--- src/hdl/mpbm_pkg.sv ---
`timescale 1ns / 1ps
package mpbm_pkg;

  localparam int MAX_WORDS    = 16;
  localparam int MAX_WORD_LEN = 64;

  localparam int BYTE_W  = 8;
  localparam int WIDX_W  = 4;
  localparam int OFF_W   = 32;
  localparam int LEN_W   = $clog2(MAX_WORD_LEN + 1);
  localparam int POS_W   = (MAX_WORD_LEN > 1) ? $clog2(MAX_WORD_LEN) : 1;
  localparam int CNT_W   = $clog2(MAX_WORDS + 1);
  localparam int KIDX_W  = (MAX_WORDS > 1) ? $clog2(MAX_WORDS) : 1;
  localparam int BDEPTH  = MAX_WORDS * MAX_WORD_LEN;
  localparam int BADDR_W = (BDEPTH > 1) ? $clog2(BDEPTH) : 1;
  // head + L - len + i stays below 2L
  localparam int RPOS_W  = LEN_W + 1;

  localparam logic [OFF_W-1:0] OFF_MAX = '1;

  typedef enum logic [1:0] {
    ACT_LOAD     = 2'd0,
    ACT_SCAN     = 2'd1,
    ACT_NEW_TEXT = 2'd2,
    ACT_CLEAR    = 2'd3
  } action_t;

  typedef enum logic [2:0] {
    ST_IDLE,
    ST_WORD,
    ST_CMP,
    ST_HIT,
    ST_FLUSH
  } state_t;

  typedef struct packed {
    logic accept;
    logic skip_word;
    logic start_word;
    logic cmp_step;
    logic take_hit;
    logic flush;
  } cmd_t;

  typedef struct packed {
    logic scan_req;
    logic word_done;
    logic word_skip;
    logic cmp_miss;
    logic cmp_hit;
    logic out_free;
    logic pend_vld;
  } sts_t;

endpackage

--- src/hdl/mpbm_ctrl.sv ---
`timescale 1ns / 1ps
module mpbm_ctrl (
  input  logic          clk,
  input  logic          rst_n,
  input  logic          in_valid,
  output logic          in_ready,
  input  mpbm_pkg::sts_t sts,
  output mpbm_pkg::cmd_t cmd
);
  import mpbm_pkg::*;

  state_t state_r;
  state_t state_nxt;
  logic   slot_free;

  assign slot_free = !sts.pend_vld || sts.out_free;

  always_ff @(posedge clk) begin
    if (!rst_n) begin
      state_r <= ST_IDLE;
    end else begin
      state_r <= state_nxt;
    end
  end

  // next state
  always_comb begin
    state_nxt = state_r;
    case (state_r)
      ST_IDLE: begin
        if (in_valid && sts.scan_req) begin
          state_nxt = ST_WORD;
        end
      end
      ST_WORD: begin
        if (sts.word_done) begin
          state_nxt = ST_FLUSH;
        end else if (!sts.word_skip) begin
          state_nxt = ST_CMP;
        end
      end
      ST_CMP: begin
        if (sts.cmp_miss) begin
          state_nxt = ST_WORD;
        end else if (sts.cmp_hit) begin
          state_nxt = ST_HIT;
        end
      end
      ST_HIT: begin
        if (slot_free) begin
          state_nxt = ST_WORD;
        end
      end
      ST_FLUSH: begin
        if (slot_free) begin
          state_nxt = ST_IDLE;
        end
      end
      default: state_nxt = ST_IDLE;
    endcase
  end

  // outputs
  always_comb begin
    cmd      = '0;
    in_ready = 1'b0;
    case (state_r)
      ST_IDLE: begin
        in_ready   = 1'b1;
        cmd.accept = in_valid;
      end
      ST_WORD: begin
        if (!sts.word_done) begin
          cmd.skip_word  = sts.word_skip;
          cmd.start_word = !sts.word_skip;
        end
      end
      ST_CMP: begin
        cmd.cmp_step  = 1'b1;
        cmd.skip_word = sts.cmp_miss;
      end
      ST_HIT: begin
        cmd.take_hit = slot_free;
      end
      ST_FLUSH: begin
        cmd.flush = sts.pend_vld && sts.out_free;
      end
      default: begin
        cmd = '0;
      end
    endcase
  end
endmodule

--- config.mk ---
export PLATFORM = sky130hd
export DESIGN_NAME = mpbm_ctrl
export DESIGN_NICKNAME = d
export VERILOG_FILES = /design/src/hdl/mpbm_pkg.sv /design/src/hdl/mpbm_ctrl.sv
export SDC_FILE = /design/constraint.sdc
export NUM_CORES = 1
export LEC_CHECK = 0
export BUFFER_PORTS_ARGS = -buffer_cell sky130_fd_sc_hd__buf_2
export CAP_MARGIN = 40
export CORE_AREA = 2 2 39 41
export CTS_BUF_LIST = sky130_fd_sc_hd__clkbuf_8
export DETAILED_ROUTE_END_ITERATION = 8
export DIE_AREA = 0 0 41 43
export PLACE_DENSITY = 0.59
export SLEW_MARGIN = 30
export SYNTH_ARGS = -nofsm -noshare
export SYNTH_HDL_FRONTEND = slang
export SYNTH_SLANG_ARGS = --single-unit
export TNS_END_PERCENT = 50
--- constraint.sdc ---
create_clock -name clk -period 1.13 [get_ports clk]
set_clock_uncertainty 0.15 [all_clocks]
set_input_delay 0.339 -clock clk [delete_from_list [all_inputs] [get_ports clk]]
set_output_delay 0.339 -clock clk [all_outputs]
set_load 0.05 [all_outputs]
Yosys cells after proc, flatten, opt, wreduce, memory -nomap -nowiden
Index checks and enable logic that the tools add are counted.
- add/subtract/negate cells: 0
- multipliers: 0
- div/mod/pow operators: 0
- order comparisons: 0
- equal/unequal tests: 9
- shifts and indexed selects: 0
- multiplexer cells: 16
- bitwise gates (word level): 0
- reduce and logical (&&, ||, !) cells: 7
- operator list (kind ; count):
    $mux 3 ; 7
    $pmux 3 s5 ; 1
    $eq 3x2->1 const B ; 2
    $mux 1 ; 6
    $ne 2x2->1 const B ; 3
    $ne 3x3->1 const B ; 2
    $reduce_and 5->1 ; 1
    $eq 3x1->1 const B ; 1
    $eq 3x3->1 const B ; 1
    $logic_not 3->1 ; 1
    $logic_and 1x1->1 ; 2
    $logic_not 1->1 ; 2
    $mux 2 ; 1
    $pmux 1 s2 ; 1
    $logic_or 1x1->1 ; 1
- flip-flop bits (word level): 3
- bits in latches: 0
- RAM bits: 0
- memory bits (read-only): 0
- output and inout bits: 7
- logic and storage cells: 33
- memories kept: 0

Longest topological paths before layout
Gate-level depths: netlist (run 1).
- depth after elaboration: 4
- mapped depth: 5

Worst setup path after synthesis (run 1)
Ideal clock, no wire load.
- kind: register to output
- from: reg state_r[1]
- to: out cmd[5] in the netlist's numbering
- arrival time: 2133 ps
- required time: 641 ps
- path slack: -1492 ps
- cell stages (with the launch flop): 4
- buffers on the path: 1
- cell sequence: dfxtp_1 -> buf_4 -> nor3_1 -> and2_1
- RTL lines (item ; RTL line ; text):
    start: declaration ; mpbm_ctrl.sv:12 ; state_t state_r;
    start signal: assignment ; mpbm_ctrl.sv:22 ; state_r <= state_nxt;
    end: declaration ; mpbm_ctrl.sv:8 ; output mpbm_pkg::cmd_t cmd

==> results of run 1 <==
-- cells in the final DEF (no fill, tap or decap), types with 2 or more instances in the layout --
cell type / count
nand3_2: 2
buf_4: 14
nand2_1: 4
clkbuf_8: 3
dfxtp_4: 3
nor2_1: 3
nor3b_1: 4
mux2i_1: 2
buf_6: 6
nor2b_4: 2
buf_2: 9
and3b_1: 2
o21ai_0: 2
buf_8: 3
-- worst max-delay path by stage --
stage                     startpoint      to  cells past startpoint
after global routing      state_r[0]  cmd[4]                      5
after floorplan           state_r[1]  cmd[4]                      4
after global placement    state_r[0]  cmd[0]                      4
final                     state_r[0]  cmd[0]                      4
after detailed placement  state_r[0]  cmd[0]                      4
after CTS                 state_r[0]  cmd[4]                      5
-- critical path: stages (launching register included) --
cell and delay (ns):
dfxtp_4 0.35, buf_6 0.13, nor2b_4 0.11, and4b_1 0.21, buf_6 0.16
-- cell type report --
type | count | area share (%)
clock inverters | 1 | 0.568
clock buffers | 3 | 6.25
multi-input cells | 32 | 39.6
flip-flops and latches | 3 | 10.8
well taps | 16 | 3.03
repair buffers | 32 | 39.8
-- routing by layer --
metal | vias to the layer above | wire, um
met1 | 155 | 339
li1 | 195 | -
met3 | 2 | 35
met2 | 11 | 486
met4 | 0 | 21
met5 | - | 0
-- cell families (layout without fill, tap and decap cells) --
family / Yosys count / count (layout) / share of synthesized area, %
simple gates: 26 / 26 / 58.7
mux: 2 / 2 / 6.96
buf+inv: 2 / 36 / 4.35
compound gates: 4 / 4 / 9.13
flops: 3 / 3 / 20.9
-- timing repair --
action	4_1_cts	5_1_grt
endpoints found under the setup margin	10	10
pin swaps	5	6
setup buffers	0	1
resized for setup	25	4
-- through the flow --
step | instance area (sq um) | setup WS [ns] | cells
2_1_floorplan | 329 | -0.690 | 37
3_3_place_gp | 523 | -0.445 | 82
3_5_place_dp | 523 | -0.472 | 82
4_1_cts | 642 | -0.571 | 86
5_1_grt | 661 | -0.587 | 87
6_report | 661 | -0.539 | 87
-- power groups by stage --
stage	registers (mW)	logic (mW)	clock network (mW)
floorplan	0.115	0.0905	0
global placement	0.120	0.145	0
detailed placement	0.120	0.146	0
CTS	0.116	0.171	0.320
global route	0.116	0.187	0.318
finish	0.116	0.175	0.309
==> run_results.csv, run 1 <==
group,metric,value,unit
die,die_h,43,um
power_and_ir_drop,switching_share,28.5,%
power_and_ir_drop,p_switching,171,uW
final_layout,syn_to_final_growth,130,%
final_layout,n_fill_cell,137,
synthesis,synth.top_cells.by_count,"nand2_1, nor3b_1, dfxtp_1, nor2_1, nor2b_1",
power_and_ir_drop,comb_power_share,29.2,%
final_layout,fin_util,47.7,%
clock_network,htreeDepth,1,
power_and_ir_drop,clkPwrFrac,51.5,%
setup_path,crit_fanout,5,
final_layout,drive_above_1_share,69.0,%
flow_run,cap_violations,0,
die,die_w,41,um
routing,drtAntennaViolNets,0,
synthesis,synth_edf_count,0,
synthesis,yosysTopAreaCell,"dfxtp_1",
routing,viasPerCell,4.17,
setup_path,ff2ff_path_depth,6,
timing,slew_violations,0,
final_layout,diodes,0,
synthesis,ys_async_sr_fraction,0,%
die,ios,17,
routing,drt_iter0_markers,3,
final_layout,fin_nets,82,
grt,grtUsageTotal,13.5,%
synthesis,synth-main-ff-cell,"dfxtp_1",
synthesis,ys_types,18,
timing,max_freq,599,MHz
setup_path,critical_path.endpoint_type,"output pin",
grt,gr-usage-met3,3.14,%
grt,grt_max_degree,10,
final_layout,largest_reg_flops,3,
timing,fin_crit_sh,148,%
clock_network,postCtsHoldBufs,0,
power_and_ir_drop,vdd_drop_max,0.410,mV
clock_network,cts-root-buf,"clkbuf_8",
grt,grt_overflow,0,
clock_network,cts_buffers,3,
clock_network,cts_tree,"built",
placed_design,place_congestion,0.785,
timing,setup_tns,-4.09,ns
timing,hold_ws,0.245,ns
final_layout,multi_input_area,262,sq um
clock_network,cts_buffer_depth,2,
setup_path,crit_arrival,1.18,ns
timing,fin_ws,-0.539,ns
timing,hold_violations,0,
final_layout,regMostFlops,"state_r",
setup_path,r2r-end,"state_r[0]",
die,core_area,1380,sq um
outcome,status,"complete, but fails checks",
timing,period_needed,1.67,ns
power_and_ir_drop,p_total,600,uW
power_and_ir_drop,pwr-share-seq,19.3,%
timing,slew_headroom,85.0,%
synthesis,synth_top_area_share,20.9,%
synthesis,ys_ff_latch,3,
placed_design,io_buffers,16,
setup_path,start_kind,"register",
hold_path,min_from,"rst_n",
clock_network,worstSkewPairLatency,0.22,ns
grt,use_met2,20.6,%
die,start_util,20.8,%
timing,rsz0062_at_grt,"true",
synthesis,synth_area_per_cell,7.78,sq um
final_layout,largest_registers,"state_r: 3 flops",
routing,wl_per_cell,10.2,um
hold_path,hold_depth,3,
routing,firstDrtPassIters,3,
placed_design,dp_hpwl,652,um
grt,first_global_vias,393,
synthesis,syn_inst,37,
setup_path,r2r_setup_slack,-0.24,ns
routing,vias,363,
setup_path,worstPathRequired,0.64,ns
hold_path,holdCritPathClass,"in -> reg",
clock_network,clk_pin_slew,0.03,ns
die,dieArea,1760,sq um
grt,grt_pass1_wl,1570,um
final_layout,regArea,71.3,sq um
routing,totalWireLength,884,um
timing,worstMarginPinSlew,0.225,ns
synthesis,yosysMostFrequentCell,"nand2_1",
timing,setup_viol_count_final,10,
grt,grt_most_used_layer,"met2",
synthesis,synth_area_leaders,"dfxtp_1, nor3b_1, nand2_1, mux2i_1, nand3_2",
grt,met1_usage,15.1,%
clock_network,cts.sinks,3,
hold_path,hold_end,"state_r[1]",
synthesis,ys_warn_count,0,
power_and_ir_drop,p_per_area,908,nW/um^2
power_and_ir_drop,p_leak,0.319,nW
synthesis,ys_seq_area_share,20.9,%
power_and_ir_drop,p_int,429,uW
synthesis,syn_nets,47,
outcome,violations,"setup timing",
setup_path,worstReg2RegStart,"state_r[0]",
setup_path,worstSetupPathType,"reg -> out",
die,rows,14,
synthesis,synth_area,288,sq um
routing,drc,0,
grt,antenna_found_initial,0,
(Power assumes the default switching activity.)
==> run 2, diff against run 1 <==
- SETUP_SLACK_MARGIN: default -> 0.15
- clock period: 1.13 -> 1.4 ns (I/O delays scaled with it)
==> run 2 against run 1 <==
  * The flow still finishes with violations (setup timing)
  * Sequential share of layout area fell by 0.20 points
  * Hold slack improved by 0.085 ns
  * Power shrank 19%
  * Non-clock buffer count stayed put
  * Core utilization grew 0.90 points
  * Clock power shrank 22%
  * Design area up 1.9%
  * Routed wire length is 1.7% higher
  * Flip-flop and latch count stayed put
  * Highest routed layer is now met3
==> run_results.csv, run 2 (same netlist as run 1, synthesis figures left out) <==
group,metric,value,unit
final_layout,fin_nets,82,
setup_path,critPathSlowestCell,"dfxtp_4",
timing,rsz0062_at_grt,"true",
placed_design,dp_hpwl,606,um
routing,drc,0,
timing,max_freq,574,MHz
die,dieArea,1760,sq um
timing,hold_violations,0,
setup_path,crit_start,"state_r[0]",
clock_network,cts_buffer_depth,2,
setup_path,ff2ff_path_depth,6,
final_layout,final_cell_mix,"buf_4, buf_2, buf_6, nand2_1, buf_8",
final_layout,diodes,0,
placed_design,io_buffers,16,
routing,drtAntennaViolNets,0,
setup_path,cp_slowest_stage_delay,0.35,ns
setup_path,crit_fanout,5,
routing,viasPerCell,4.31,
power_and_ir_drop,vdd_drop_max,0.412,mV
clock_network,postCtsHoldBufs,0,
grt,first_global_vias,365,
timing,slew_headroom,88.1,%
setup_path,r2r-end,"state_r[0]",
timing,slew_violations,0,
placed_design,place_congestion,0.791,
die,core_area,1380,sq um
outcome,status,"complete, but fails checks",
clock_network,cts_tree,"built",
timing,setup_viol_count_final,8,
routing,vias,375,
power_and_ir_drop,p_per_area,721,nW/um^2
final_layout,drive_above_1_share,70.4,%
setup_path,r2r_setup_slack,-0.04,ns
flow_run,cap_violations,0,
setup_path,worstSetupPathType,"reg -> out",
grt,grt_pass1_wl,1530,um
setup_path,path_buf_inv,3,
die,ios,17,
clock_network,cts.sinks,3,
setup_path,worstPathRequired,0.83,ns
power_and_ir_drop,p_leak,0.325,nW
outcome,violations,"setup timing",
power_and_ir_drop,p_total,485,uW
routing,wl_per_cell,10.3,um
timing,worstMarginPinSlew,0.174,ns
setup_path,endpoint,"cmd[2]",
setup_path,cp.depth,4,
routing,firstDrtPassIters,4,
die,start_util,20.8,%
final_layout,largest_reg_flops,3,
grt,grt_max_degree,10,
clock_network,worstSkewPairLatency,0.21,ns
clock_network,cts-root-buf,"clkbuf_8",
final_layout,syn_to_final_growth,134,%
final_layout,largest_registers,"state_r: 3 flops",
grt,grt_overflow,0,
setup_path,start_kind,"register",
grt,grtUsageTotal,13.6,%
setup_path,crit_chain,"buf_6, nor3b_4, buf_4, buf_8",
timing,period_needed,1.74,ns
setup_path,crit_arrival,1.17,ns
clock_network,cts_buffers,3,
routing,drt_iter0_markers,6,
timing,fin_crit_sh,125,%
final_layout,n_fill_cell,134,
setup_path,path_delay_family,"buffers and inverters",
clock_network,clk_pin_slew,0.03,ns
die,rows,14,
die,die_w,41,um
clock_network,htreeDepth,1,
final_layout,regMostFlops,"state_r",
routing,totalWireLength,899,um
placed_design,dp_slack,-0.298,ns
final_layout,final_common_cell,"buf_4",
timing,fin_ws,-0.343,ns
setup_path,critical_path.endpoint_type,"output pin",
setup_path,worstReg2RegStart,"state_r[0]",
die,die_h,43,um
hold_path,holdCritPathClass,"in -> reg",
grt,antenna_found_initial,0,
## run 2: cell counts in the layout (fill, tap and decap cells not counted)
No cell type changed its count.
## run 2: per-layer routing
metal  vias up  global-route usage (%)  routed length [um]
met3         0                    4.71                  20
li1        197                       -                   -
met2         7                    20.3                 497
met4         0                    8.00                   0
met5         -                       0                   0
met1       171                    15.8                 381
## run 2: area by class of cell
class	instances	area (sq um)	share of cell area [%]
clock buffers	3	41.3	6.13
clock inverters	1	3.75	0.558
multi-input cells	32	267	39.6
flip-flops and latches	3	71.3	10.6
well taps	16	20.0	2.97
repair buffers	32	270	40.1
## run 2: worst min path at each step
stage / slack [ns] / endpoint / startpoint / cells after the start
global route: 0.34 / state_r[1] / rst_n / 3
finish: 0.33 / state_r[1] / rst_n / 3
CTS: 0.33 / state_r[1] / rst_n / 3
detailed placement: 0.39 / state_r[1] / state_r[1] / 2
floorplan: 0.37 / state_r[2] / state_r[1] / 2
global placement: 0.39 / state_r[1] / state_r[1] / 2
## run 2: through the flow
stage	hold WS [ns]	util [%]	instances	TNS [ns]	cell area, sq um
floorplan	0.375	-	37	-2.28	329
global placement	0.387	37.8	82	-1.83	523
detailed placement	0.390	37.8	82	-1.88	523
CTS	0.331	45.8	86	-2.35	633
global route	0.337	48.6	87	-2.74	673
finish	0.330	48.6	87	-2.28	673
## run 2: report_power, final
| group | switching [mW] | internal, mW | leakage (nW) |
|---|---|---|---|
| clock | 0.0546 | 0.186 | 0.0269 |
| combinational | 0.0715 | 0.0789 | 0.272 |
| sequential | 0.00736 | 0.0864 | 0.0267 |
## run 2: what timing repair did
| item | CTS | global route |
|---|---|---|
| pin swaps | 5 | 2 |
| setup endpoints to repair | 9 | 10 |
| resized for setup | 22 | 10 |
| setup buffers | 0 | 1 |
## run 2: worst register-to-register path: stages (launching register included)
cell,delay (ns)
dfxtp_4,0.35
buf_6,0.12
nor3b_4,0.20
buf_4,0.15
nand2_1,0.06
nand3_2,0.08
mux2i_1,0.23
